===== config.mk =====
export PLATFORM = sky130hd
export DESIGN_NAME = terrain_lod_crack_index_gen_core
export DESIGN_NICKNAME = d
export VERILOG_FILES = /design/src/tlci_pkg.sv /design/src/tlci_param.sv /design/src/tlci_addr.sv /design/src/tlci_emit.sv /design/src/terrain_lod_crack_index_gen_core.sv
export SDC_FILE = /design/constraint.sdc
export NUM_CORES = 1
export LEC_CHECK = 0
export ABC_AREA = 1
export BUFFER_PORTS_ARGS = -buffer_cell sky130_fd_sc_hd__buf_2
export CAP_MARGIN = 10
export CORE_MARGIN = 5
export CORE_UTILIZATION = 42
export DETAILED_ROUTE_END_ITERATION = 10
export GPL_ROUTABILITY_DRIVEN = 0
export HOLD_SLACK_MARGIN = 0.05
export PLACE_DENSITY_LB_ADDON = 0.1
export RECOVER_POWER = 50
export REMOVE_ABC_BUFFERS = 1
export SYNTH_ARGS = -nofsm -noshare
export SYNTH_HDL_FRONTEND = slang
export SYNTH_SLANG_ARGS = --single-unit

===== constraint.sdc =====
create_clock -name clock -period 7.83 [get_ports clock]
set_input_delay 0.3915 -clock clock [delete_from_list [all_inputs] [get_ports clock]]
set_output_delay 0.3915 -clock clock [all_outputs]
set_load 0.005 [all_outputs]

===== src/tlci_pkg.sv =====
// shared types and constants for the terrain lod crack index generator
`default_nettype none
package tlci_pkg;

   localparam int COL_W      = 6;
   localparam int LOG_W      = 3;
   localparam int CRD_W      = 8;
   localparam int BASE_W     = 15;
   localparam int VERT_W     = 13;
   localparam int CNT_W      = 3;
   localparam int SIDE_W     = 2;
   localparam int PT_W       = 4;
   localparam int NUM_PTS    = 9;
   localparam int NUM_FAN    = 5;
   localparam int NUM_SIDES  = 4;
   localparam int CSR_IDX_W  = 2;
   localparam int CSR_DATA_W = 3;

   localparam logic [CSR_IDX_W-1:0] CSR_CELLS_LOG2 = 2'd0;
   localparam logic [CSR_IDX_W-1:0] CSR_LOD_LEVEL  = 2'd1;
   localparam logic [CSR_IDX_W-1:0] CSR_CRACK_SIDE = 2'd2;

   localparam logic [LOG_W-1:0] CELLS_LOG2_RESET = 3'd4;
   localparam logic [LOG_W-1:0] LOD_LEVEL_RESET  = 3'd0;
   localparam logic [LOG_W-1:0] CRACK_SIDE_RESET = 3'd0;

   localparam logic [LOG_W-1:0] SIDE_LEFT   = 3'd1;
   localparam logic [LOG_W-1:0] SIDE_TOP    = 3'd2;
   localparam logic [LOG_W-1:0] SIDE_RIGHT  = 3'd3;
   localparam logic [LOG_W-1:0] SIDE_BOTTOM = 3'd4;

   localparam logic [CNT_W-1:0] TRI_FIRST     = 3'd0;
   localparam logic [CNT_W-1:0] TRI_FAN_LAST  = 3'd4;

   localparam logic [PT_W-1:0] P0 = 4'd0;
   localparam logic [PT_W-1:0] P1 = 4'd1;
   localparam logic [PT_W-1:0] P2 = 4'd2;
   localparam logic [PT_W-1:0] P3 = 4'd3;
   localparam logic [PT_W-1:0] P4 = 4'd4;
   localparam logic [PT_W-1:0] P5 = 4'd5;
   localparam logic [PT_W-1:0] P6 = 4'd6;
   localparam logic [PT_W-1:0] P7 = 4'd7;
   localparam logic [PT_W-1:0] P8 = 4'd8;

   // fan corners b and c per side (left, top, right, bottom); corner a is the centre
   localparam logic [PT_W-1:0] FAN_B [NUM_SIDES][NUM_FAN] = '{
      '{P0, P2, P8, P6, P3},
      '{P0, P1, P2, P8, P6},
      '{P0, P2, P5, P8, P6},
      '{P0, P2, P8, P7, P6}
   };
   localparam logic [PT_W-1:0] FAN_C [NUM_SIDES][NUM_FAN] = '{
      '{P2, P8, P6, P3, P0},
      '{P1, P2, P8, P6, P0},
      '{P2, P5, P8, P6, P0},
      '{P2, P8, P7, P6, P0}
   };

   typedef struct packed {
      logic [COL_W-1:0] block_col;
      logic [COL_W-1:0] block_row;
   } req_type;

   typedef struct packed {
      logic [VERT_W-1:0] vert_a;
      logic [VERT_W-1:0] vert_b;
      logic [VERT_W-1:0] vert_c;
      logic              last_tri;
      logic              bad_coord;
   } rsp_type;

   typedef struct packed {
      logic [LOG_W-1:0] cells_log2;
      logic [LOG_W-1:0] lod_level;
      logic [LOG_W-1:0] crack_side;
   } cfg_type;

   typedef struct packed {
      logic              bad;
      logic              fan;
      logic [SIDE_W-1:0] side_idx;
   } ctl_type;

   typedef struct packed {
      ctl_type          ctl;
      logic [LOG_W-1:0] cl;
      logic [CRD_W-1:0] half;
      logic [CRD_W-1:0] x;
      logic [CRD_W-1:0] z;
   } blk_type;

   typedef logic [NUM_PTS-1:0][VERT_W-1:0] pts_type;

   typedef struct packed {
      ctl_type ctl;
      pts_type pts;
   } em_type;

endpackage
`default_nettype wire


===== src/tlci_param.sv =====
// first stage: effective tile size and level, range check, crack decision, block origin
`default_nettype none
module tlci_param #(
   parameter int MAX_CELLS = 64
) (
   input  wire logic              clock,
   input  wire logic              reset,
   input  wire tlci_pkg::cfg_type cfg,
   input  wire logic              in_valid,
   output logic                   in_ready,
   input  wire tlci_pkg::req_type in_data,
   output logic                   out_valid,
   input  wire logic              out_ready,
   output tlci_pkg::blk_type      out_data
);
   import tlci_pkg::*;

   localparam int MAX_LOG2 = $clog2(MAX_CELLS + 1) - 1;

   logic [LOG_W-1:0] cl_eff;
   logic [LOG_W-1:0] lv_eff;
   logic [CRD_W-1:0] cells;
   logic [CRD_W-1:0] count;
   logic [CRD_W-1:0] last_idx;
   logic [CRD_W-1:0] col_w;
   logic [CRD_W-1:0] row_w;
   logic             fan_side;
   logic             valid_ff;
   logic             valid_in;
   blk_type          blk_ff;
   blk_type          blk_in;

   always_comb begin
      cl_eff = (cfg.cells_log2 > LOG_W'(MAX_LOG2)) ? LOG_W'(MAX_LOG2) : cfg.cells_log2;
      if (({1'b0, cfg.lod_level} + 4'd1) > {1'b0, cl_eff}) begin
         lv_eff = (cl_eff != '0) ? cl_eff - 3'd1 : '0;
      end else begin
         lv_eff = cfg.lod_level;
      end
      cells    = CRD_W'(1) << cl_eff;
      count    = cells >> lv_eff;
      last_idx = count - CRD_W'(1);
      col_w    = CRD_W'(in_data.block_col);
      row_w    = CRD_W'(in_data.block_row);
      case (cfg.crack_side)
         SIDE_LEFT:   fan_side = (col_w == '0);
         SIDE_TOP:    fan_side = (row_w == '0);
         SIDE_RIGHT:  fan_side = (col_w == last_idx);
         SIDE_BOTTOM: fan_side = (row_w == last_idx);
         default:     fan_side = 1'b0;
      endcase
      blk_in.ctl.bad      = (col_w >= count) || (row_w >= count);
      blk_in.ctl.fan      = fan_side && (lv_eff != '0);
      blk_in.ctl.side_idx = SIDE_W'(cfg.crack_side - 3'd1);
      blk_in.cl           = cl_eff;
      blk_in.half         = (CRD_W'(1) << lv_eff) >> 1;
      blk_in.x            = col_w << lv_eff;
      blk_in.z            = row_w << lv_eff;
   end

   assign in_ready  = !valid_ff || out_ready;
   assign valid_in  = in_ready ? in_valid : valid_ff;
   assign out_valid = valid_ff;
   assign out_data  = blk_ff;

   always_ff @(posedge clock) begin
      if (reset) begin
         valid_ff <= 1'b0;
      end else begin
         valid_ff <= valid_in;
      end
      if (in_valid && in_ready) begin
         blk_ff <= blk_in;
      end
   end

endmodule
`default_nettype wire


===== src/tlci_addr.sv =====
// three stages of vertex index arithmetic: rows and columns, row bases, nine points
`default_nettype none
module tlci_addr (
   input  wire logic              clock,
   input  wire logic              reset,
   input  wire logic              in_valid,
   output logic                   in_ready,
   input  wire tlci_pkg::blk_type in_data,
   output logic                   out_valid,
   input  wire logic              out_ready,
   output tlci_pkg::em_type       out_data
);
   import tlci_pkg::*;

   logic                 v2_ff;
   logic                 v3_ff;
   logic                 v4_ff;
   logic                 rdy2;
   logic                 rdy3;
   logic                 rdy4;
   ctl_type              ctl2_ff;
   ctl_type              ctl3_ff;
   logic [LOG_W-1:0]     cl2_ff;
   logic [CRD_W-1:0]     row2_ff [3];
   logic [CRD_W-1:0]     col2_ff [3];
   logic [CRD_W-1:0]     col3_ff [3];
   logic [BASE_W-1:0]    base3_ff [3];
   logic [CRD_W-1:0]     row2_in [3];
   logic [CRD_W-1:0]     col2_in [3];
   logic [BASE_W-1:0]    base3_in [3];
   em_type               em4_ff;
   em_type               em4_in;

   assign rdy4     = !v4_ff || out_ready;
   assign rdy3     = !v3_ff || rdy4;
   assign rdy2     = !v2_ff || rdy3;
   assign in_ready = rdy2;

   always_comb begin
      row2_in[0] = in_data.z;
      row2_in[1] = in_data.z + in_data.half;
      row2_in[2] = in_data.z + (in_data.half << 1);
      col2_in[0] = in_data.x;
      col2_in[1] = in_data.x + in_data.half;
      col2_in[2] = in_data.x + (in_data.half << 1);
      for (int k = 0; k < 3; k++) begin
         base3_in[k] = (BASE_W'(row2_ff[k]) << cl2_ff) + BASE_W'(row2_ff[k]);
      end
      em4_in.ctl = ctl3_ff;
      for (int dz = 0; dz < 3; dz++) begin
         for (int dx = 0; dx < 3; dx++) begin
            em4_in.pts[dz * 3 + dx] = VERT_W'(base3_ff[dz] + BASE_W'(col3_ff[dx]));
         end
      end
   end

   always_ff @(posedge clock) begin
      if (reset) begin
         v2_ff <= 1'b0;
         v3_ff <= 1'b0;
         v4_ff <= 1'b0;
      end else begin
         if (rdy2) begin
            v2_ff <= in_valid;
         end
         if (rdy3) begin
            v3_ff <= v2_ff;
         end
         if (rdy4) begin
            v4_ff <= v3_ff;
         end
      end
      if (in_valid && rdy2) begin
         ctl2_ff <= in_data.ctl;
         cl2_ff  <= in_data.cl;
         row2_ff <= row2_in;
         col2_ff <= col2_in;
      end
      if (v2_ff && rdy3) begin
         ctl3_ff  <= ctl2_ff;
         col3_ff  <= col2_ff;
         base3_ff <= base3_in;
      end
      if (v3_ff && rdy4) begin
         em4_ff <= em4_in;
      end
   end

   assign out_valid = v4_ff;
   assign out_data  = em4_ff;

endmodule
`default_nettype wire


===== src/tlci_emit.sv =====
// triangle sequencer and output register
`default_nettype none
module tlci_emit (
   input  wire logic             clock,
   input  wire logic             reset,
   input  wire logic             in_valid,
   output logic                  in_ready,
   input  wire tlci_pkg::em_type in_data,
   output logic                  rsp_valid,
   input  wire logic             rsp_ready,
   output tlci_pkg::rsp_type     rsp_data
);
   import tlci_pkg::*;

   logic             em_valid_ff;
   em_type           em_ff;
   logic [CNT_W-1:0] cnt_ff;
   logic             out_valid_ff;
   rsp_type          out_ff;
   rsp_type          tri_data;
   logic             out_load;
   logic             em_load;

   always_comb begin
      tri_data = '0;
      if (em_ff.ctl.bad) begin
         tri_data.last_tri  = 1'b1;
         tri_data.bad_coord = 1'b1;
      end else if (em_ff.ctl.fan) begin
         tri_data.vert_a   = em_ff.pts[P4];
         tri_data.vert_b   = em_ff.pts[FAN_B[em_ff.ctl.side_idx][cnt_ff]];
         tri_data.vert_c   = em_ff.pts[FAN_C[em_ff.ctl.side_idx][cnt_ff]];
         tri_data.last_tri = (cnt_ff == TRI_FAN_LAST);
      end else if (cnt_ff == TRI_FIRST) begin
         tri_data.vert_a = em_ff.pts[P0];
         tri_data.vert_b = em_ff.pts[P2];
         tri_data.vert_c = em_ff.pts[P6];
      end else begin
         tri_data.vert_a   = em_ff.pts[P6];
         tri_data.vert_b   = em_ff.pts[P2];
         tri_data.vert_c   = em_ff.pts[P8];
         tri_data.last_tri = 1'b1;
      end
   end

   assign out_load = em_valid_ff && (!out_valid_ff || rsp_ready);
   assign in_ready = !em_valid_ff || (out_load && tri_data.last_tri);
   assign em_load  = in_valid && in_ready;

   always_ff @(posedge clock) begin
      if (reset) begin
         em_valid_ff  <= 1'b0;
         cnt_ff       <= TRI_FIRST;
         out_valid_ff <= 1'b0;
      end else begin
         if (em_load) begin
            em_valid_ff <= 1'b1;
            cnt_ff      <= TRI_FIRST;
         end else if (out_load && tri_data.last_tri) begin
            em_valid_ff <= 1'b0;
         end else if (out_load) begin
            cnt_ff <= cnt_ff + 3'd1;
         end
         if (out_load) begin
            out_valid_ff <= 1'b1;
         end else if (rsp_ready) begin
            out_valid_ff <= 1'b0;
         end
      end
      if (em_load) begin
         em_ff <= in_data;
      end
      if (out_load) begin
         out_ff <= tri_data;
      end
   end

   assign rsp_valid = out_valid_ff;
   assign rsp_data  = out_ff;

   a_cnt_range: assert property (@(posedge clock) disable iff (reset)
      em_valid_ff |-> (cnt_ff <= TRI_FAN_LAST))
      else $error("triangle count out of range");

   a_basic_two: assert property (@(posedge clock) disable iff (reset)
      (em_valid_ff && !em_ff.ctl.fan && !em_ff.ctl.bad) |-> (cnt_ff <= 3'd1))
      else $error("basic block beyond two triangles");

   a_bad_single: assert property (@(posedge clock) disable iff (reset)
      (em_valid_ff && em_ff.ctl.bad) |-> (cnt_ff == TRI_FIRST))
      else $error("bad block beyond one result");

   a_bad_last: assert property (@(posedge clock) disable iff (reset)
      (out_valid_ff && out_ff.bad_coord) |->
         (out_ff.last_tri && out_ff.vert_a == '0 && out_ff.vert_b == '0
          && out_ff.vert_c == '0))
      else $error("bad result not a zero final item");

   a_load_empty: assert property (@(posedge clock) disable iff (reset)
      (out_valid_ff && !rsp_ready) |=> out_valid_ff)
      else $error("output item dropped while stalled");

endmodule
`default_nettype wire


===== src/terrain_lod_crack_index_gen_core.sv =====
// top level of the terrain lod crack index generator
//
// req channel: one item names a block of the tile by column and row in step
// units. rsp channel: the block's triangles, one item each, as three vertex
// indices into the (cells+1)^2 grid; last_tri marks the block's final item.
// a basic block gives two items, a crack fan gives five, an out of range
// coordinate gives one item with bad_coord and zero vertices.
// csr port: csr_we writes csr_wdata to register csr_index (cells_log2,
// lod_level, crack_side) at once; write only while no item is in flight.
// path: the first item of a block reaches rsp through the param stage, three
// address stages, the sequencer and the output register.
// throughput: blocks enter the pipeline one per cycle while it is not stalled;
// the sequencer emits one triangle per cycle while rsp_ready is high, so a basic
// block gives two items at the output, a fan block five and a bad block one.
// reset clears the configuration to its reset values and empties the pipe.
// when rsp_ready is low the output register holds its item and stages fill
// up behind it; req_ready drops once all are full, nothing is lost.
`default_nettype none
module terrain_lod_crack_index_gen_core #(
   parameter int MAX_CELLS = 64
) (
   input  wire logic                                clock,
   input  wire logic                                reset,
   input  wire logic                                req_valid,
   output logic                                     req_ready,
   input  wire tlci_pkg::req_type                   req_data,
   output logic                                     rsp_valid,
   input  wire logic                                rsp_ready,
   output tlci_pkg::rsp_type                        rsp_data,
   input  wire logic                                csr_we,
   input  wire logic [tlci_pkg::CSR_IDX_W-1:0]      csr_index,
   input  wire logic [tlci_pkg::CSR_DATA_W-1:0]     csr_wdata
);
   import tlci_pkg::*;

   cfg_type cfg_ff;
   cfg_type cfg_in;
   logic    blk_valid;
   logic    blk_ready;
   blk_type blk_data;
   logic    em_valid;
   logic    em_ready;
   em_type  em_data;

   always_comb begin
      cfg_in = cfg_ff;
      if (csr_we) begin
         unique case (csr_index)
            CSR_CELLS_LOG2: cfg_in.cells_log2 = csr_wdata;
            CSR_LOD_LEVEL:  cfg_in.lod_level  = csr_wdata;
            CSR_CRACK_SIDE: cfg_in.crack_side = csr_wdata;
            default:        cfg_in = cfg_ff;
         endcase
      end
   end

   always_ff @(posedge clock) begin
      if (reset) begin
         cfg_ff.cells_log2 <= CELLS_LOG2_RESET;
         cfg_ff.lod_level  <= LOD_LEVEL_RESET;
         cfg_ff.crack_side <= CRACK_SIDE_RESET;
      end else begin
         cfg_ff <= cfg_in;
      end
   end

   tlci_param #(
      .MAX_CELLS (MAX_CELLS)
   ) u_param (
      .clock     (clock),
      .reset     (reset),
      .cfg       (cfg_ff),
      .in_valid  (req_valid),
      .in_ready  (req_ready),
      .in_data   (req_data),
      .out_valid (blk_valid),
      .out_ready (blk_ready),
      .out_data  (blk_data)
   );

   tlci_addr u_addr (
      .clock     (clock),
      .reset     (reset),
      .in_valid  (blk_valid),
      .in_ready  (blk_ready),
      .in_data   (blk_data),
      .out_valid (em_valid),
      .out_ready (em_ready),
      .out_data  (em_data)
   );

   tlci_emit u_emit (
      .clock     (clock),
      .reset     (reset),
      .in_valid  (em_valid),
      .in_ready  (em_ready),
      .in_data   (em_data),
      .rsp_valid (rsp_valid),
      .rsp_ready (rsp_ready),
      .rsp_data  (rsp_data)
   );

endmodule
`default_nettype wire

# Word level (Yosys, flattened, before mapping)
# Cells that the tools add are included.
totals:
  out_inout_bits: 43
  wordCells: 177
  input_bits: 22
  ff_bits: 453
op_classes:
  n_mux: 29
  n_addsub: 21
  shift: 8
  n_eq_ne: 9
  n_reduce_logical: 34
  magnitude_cmp: 8
  bitwise_logic: 3
op_table:
  columns: ["cell", "count"]
  rows:
  - ["$add 13x8->13", 12]
  - ["$bmux 13 s4", 2]
  - ["$bmux 20 s2", 2]
  - ["$mux 20", 4]
  - ["$mux 40", 1]
  - ["$mux 39", 1]
  - ["$shl 8x3->13", 3]
  - ["$mux 13", 2]
  - ["$bmux 4 s3", 2]
  - ["$add 8x7->8", 2]
  - ["$add 8x8->8", 2]
  - ["$eq 6x8->1", 2]
  - ["$ge 6x8->1", 2]
  - ["$mux 4", 4]
  - ["$shl 1x3->8 const A", 2]
  - ["$shl 6x3->8", 2]
  - ["$logic_not 6->1", 2]
  - ["$lt 4x5->1 const B", 2]
  - ["$mux 3", 3]
  - ["$logic_and 1x1->1", 8]
  - ["$reduce_and 2->1", 4]
  - ["$shr 8x3->8", 1]
  - ["$sub 8x1->8 const B", 1]
  - ["$logic_or 1x1->1", 7]
  - ["other kinds (24)", 39]

# Depth between registers and ports, before layout
depth:
  word_depth: 18
  mapped_depth: 29
  mapped_depth_nobuf: 28

# By module
# A second synthesis with hierarchy kept.
unflattened:
  cells_unflattened: 2820
  hier_area_um2: 26302.7
by_module_without_submodules:
  columns: ["module", "seq_area_each_um2", "area_per_inst_um2", "n_inst", "cells_each"]
  rows:
  - ["tlci_addr", 7086.8, 13954.6, 1, 1356]
  - ["tlci_emit", 4964.8, 9225.1, 1, 1058]
  - ["tlci_param", 920.9, 2700.1, 1, 346]
  - ["terrain_lod_crack_index_gen_core", 180.2, 422.9, 1, 60]

# Worst setup path after synthesis
# Ideal clock, no wire load.
synth_timing:
  path_kind: "flip-flop to flip-flop"
  from: "reg u_emit.cnt_ff[0]"
  to: "reg u_emit.em_ff[100] (netlist bit) (enable)"
  setup_ns: 0.592
  arrival_ns: 6.064
  path_stages_with_launch: 10
  path_slack_ns: 1.175
  period_less_slack_ns: 6.655
  t_required_ns: 7.238
  path_buffers: 2
  cell_sequence: "dfxtp_1 -> buf_2 -> inv_2 -> ha_1 -> buf_2 -> nor2_1 -> nor3_1 -> inv_1 -> a21oi_1 -> nor2_1"
synth_lines:
  columns: ["element", "line_no", "source"]
  rows:
  - ["from (decl)", "tlci_emit.sv:17", "logic [CNT_W-1:0] cnt_ff;"]
  - ["from (signal assigned)", "tlci_emit.sv:62", "cnt_ff <= cnt_ff + 3'd1;"]
  - ["to (signal assigned)", "tlci_emit.sv:71", "em_ff <= in_data;"]
  - ["to (decl)", "tlci_emit.sv:16", "em_type em_ff;"]

==> results.yml <==
outcome:
  status: "finished with violations"
  violations: "capacitance limit, slew limit"
clock_tree:
  clk_latency_ns: 0.60
  clk_pin_slew_ns: 0.06
  tritoncts: "yes"
  hold_buffers: 3
  numCtsBuffers: 50
  post_cts_buffers: 0
  root_buffer: "clkbuf_16"
  cts_max_level: 2
  clockBufferDepth: 3
  post_cts_resized: 0
  cts.sinks: 439
synth:
  yosysTopAreaCell: "edfxtp_1"
  yosysWarnings: 0
  synth_top_family_by_area: "compound AO/OA/AOI/OAI gates"
  ys_seq_area_share_pct: 54.3
  synthAdderAreaFrac_pct: 8.81
  avgSynthCellArea_sq_um: 10.3
  synth_xor_area_share_pct: 5.78
  synthArstFlopShare_pct: 0
  synth_top_area_share_pct: 52.8
  ys_ff_latch: 439
  yosys-top-cells-area: "edfxtp_1, ha_1, nand2_1"
  syn-cell-area_sq_um: 23900
  synth_compound_area_share_pct: 13.1
  synth_edf_count: 421
  ys.flop_type: "edfxtp_1"
  syn_inst: 2324
  synthMuxAreaShare_pct: 0.335
  ys_types: 57
  synth-simple-area-share_pct: 12.1
layout:
  instances_no_fill: 3175
  final_util_pct: 47.4
  area_delta_synth_final_pct: 11.6
  finalNetCount: 2559
  antenna_cells: 0
  drive_gt1_share_pct: 7.85
floorplan:
  die_w_um: 249
  rows: 87
  start_util_pct: 42.4
  die_h_um: 249
  dieArea_sq_um: 61900
  core_sq_um: 56400
  io_pins: 65
setup_path:
  end_kind: "flip-flop"
  required_ns: 8.04
  critPathMaxFanout: 77
  r2r_setup_slack_ns: 2.71
  crit_type: "flip-flop to flip-flop"
  cp-start-kind: "flip-flop"
  r2r-end: "u_emit.em_ff[61]$_DFFE_PP_"
  r2r_start: "u_emit.em_ff[119]$_DFFE_PP_"
  reg2reg_depth: 8
  cp.arrival_ns: 5.33
hold_path:
  hold_class: "input port to flip-flop"
  whs_path_depth: 3
  holdCritStartpoint: "req_valid"
  min_to: "u_param.out_valid$_SDFFE_PP0N_"
grt:
  grt_usage_pct: 19.3
  antenna_found_initial: 0
  grt_overflow: 0
  grt_pass1_wl_um: 95200
  grt_max_degree: 80
  grt_pass1_vias: 16772
detailed_routing:
  final_antenna_net_count: 0
  wire_per_inst_um: 19.1
  drt_iter0_markers: 1176
  drt_first_pass_iters: 5
  vias: 16916
  viasPerCell: 5.33
  drc: 0
  wl_um: 60700
placement:
  dp.cells: 3079
  portBuffers: 64
  dp_hpwl_um: 44600
  dp_slack_ns: 3.77
sta:
  setup_violations: 0
  slew_headroom_pct: -68.3
  max_freq_mhz: 195
  finalClockSkew_ns: 0.0222
  layout_setup_ws_ns: 2.71
  fin_crit_sh_pct: 65.4
  drv_slew: 177
  tns_ns: 0
  rsz0062_at_grt: "false"
  period_needed_ns: 5.12
  tightestPinTransition_ns: 2.52
  hold_viol: 0
power_and_ir_drop:
  power.leakage_uw: 0.0104
  power_uw: 6030
  powerDensity_nw_per_um2: 226
  ir_worst_vdd_uv: 154
flow_run:
  maxCapViolCount: 4
-- layout make-up --
class                      instances  area [sq um]
sequential                       439         13000
timing repair buffer              86           449
multi-input combinational       1549          9620
clock inverter                    38           464
tap                              756           946
clock buffer                      55          1290
inverter                         252           950
fill                            5305         29700
-- registers in the layout (all words and copies together) (netlist names) --
signal,count
u_addr.v3_ff,1
u_emit.rsp_data,41
u_addr.out_valid,1
u_emit.em_ff,116
u_addr.col3_ff,23
u_addr.base3_ff,38
cfg_ff,9
u_addr.row2_ff,23
u_emit.cnt_ff,3
u_addr.ctl3_ff,4
u_addr.cl2_ff,3
u_param.out_valid,1
u_addr.out_data,116
u_addr.ctl2_ff,4
u_emit.rsp_valid,1
u_addr.v2_ff,1
u_addr.col2_ff,23
u_emit.em_valid_ff,1
u_param.out_data,30
-- synthesized netlist by cell type, types with 2 or more instances --
cell type	number
a2111oi_0	2
a211oi_1	13
a21o_1	6
a21oi_1	193
a21oi_2	4
a31oi_1	31
a32o_1	2
buf_1	3
buf_2	13
buf_4	2
buf_6	3
clkbuf_1	63
clkinv_1	3
dfxtp_1	18
edfxtp_1	421
fa_1	16
ha_1	143
inv_1	237
inv_2	11
mux2i_1	8
nand2_1	327
nand2_2	10
nand2_4	11
nand3_1	98
nand3_2	3
nand3b_1	6
nand4_1	11
nor2_1	157
nor2_2	2
nor2_4	4
nor3_1	11
nor4_1	5
o211ai_1	28
o21ai_0	242
o21ai_1	3
o21bai_1	3
o221ai_1	14
o22ai_1	10
o311ai_0	5
o31ai_1	5
or2_2	5
xnor2_1	63
xor2_1	95
-- per-stage QoR --
step	hold slack (ns)	instance area, sq um
floorplan	0.400	23600
global placement	0.401	25000
detailed placement	0.405	25000
CTS	0.0540	26800
global route	0.0957	26700
finish	0.0951	26700
-- logic make-up after synthesis --
group / count (synthesis)
flip-flops: 439
multiplexers: 8
XOR/XNOR: 158
AO/OA/AOI/OAI: 566
AND/OR/NAND/NOR: 657
adder cells (fa/ha/maj): 159
buffers and inverters: 336
other: 1
-- layer usage --
metal / global-route usage (%) / vias up / share of wire, %
li1: - / 8286 / -
met1: 25.9 / 8022 / 45
met2: 32.5 / 484 / 48
met3: 2.53 / 124 / 4.6
met4: 6.75 / 0 / 3.2
met5: 0 / - / 0
-- worst max-delay path by stage --
stage                                                to  cells past startpoint                          start  slack, ns
final                        u_emit.em_ff[61]$_DFFE_PP_                      8    u_emit.em_ff[119]$_DFFE_PP_       2.71
after CTS                                     req_ready                     17  u_emit.cnt_ff[0]$_SDFFE_PP0P_       3.68
after global placement    u_addr.base3_ff[27]$_DFFE_PP_                     17     u_addr.cl2_ff[0]$_DFFE_PP_       3.83
after detailed placement  u_addr.base3_ff[27]$_DFFE_PP_                     17     u_addr.cl2_ff[0]$_DFFE_PP_       3.77
after global routing        u_emit.em_ff[102]$_DFFE_PP_                      8    u_emit.em_ff[119]$_DFFE_PP_       2.15
after floorplan             u_emit.em_ff[100]$_DFFE_PP_                      7  u_emit.cnt_ff[0]$_SDFFE_PP0P_       1.16
-- report_power, final --
| group | switching [uW] | leakage (uW) | total (uW) | internal, uW |
|---|---|---|---|---|
| clock network | 966 | 0.000830 | 2460 | 1500 |
| registers | 73.8 | 0.00401 | 2790 | 2710 |
| logic | 501 | 0.00557 | 776 | 274 |
| total | 1540 | 0.0104 | 6030 | 4490 |
-- layout by cell type, fill, tap and decap left out, drive strengths merged, types with 2 or more instances in the layout --
cell type      n
a2111oi        2
a211oi        13
a21o           6
a21oi        197
a31oi         31
a32o           2
buf           56
bufinv         9
clkbuf        82
clkinv        21
clkinvlp       8
dfxtp         18
dlygate4sd3    3
edfxtp       421
fa            16
ha           143
inv          252
mux2i          8
nand2        348
nand3        102
nand3b         6
nand4         12
nor2         164
nor3          12
nor4           5
o211ai        28
o21ai        245
o21bai         3
o221ai        14
o22ai         10
o311ai         5
o31ai          5
or2            5
xnor2         63
xor2          95
-- critical path, cell delays in order (launching register included) --
cell	delay [ns]
edfxtp_1	0.35
clkbuf_1	0.90
nor2_1	0.36
nor3_1	0.14
inv_1	0.17
a21oi_1	0.14
nor2_4	0.09
clkbuf_1	1.52
buf_4	0.97
Power figures use the tool's default switching activity.
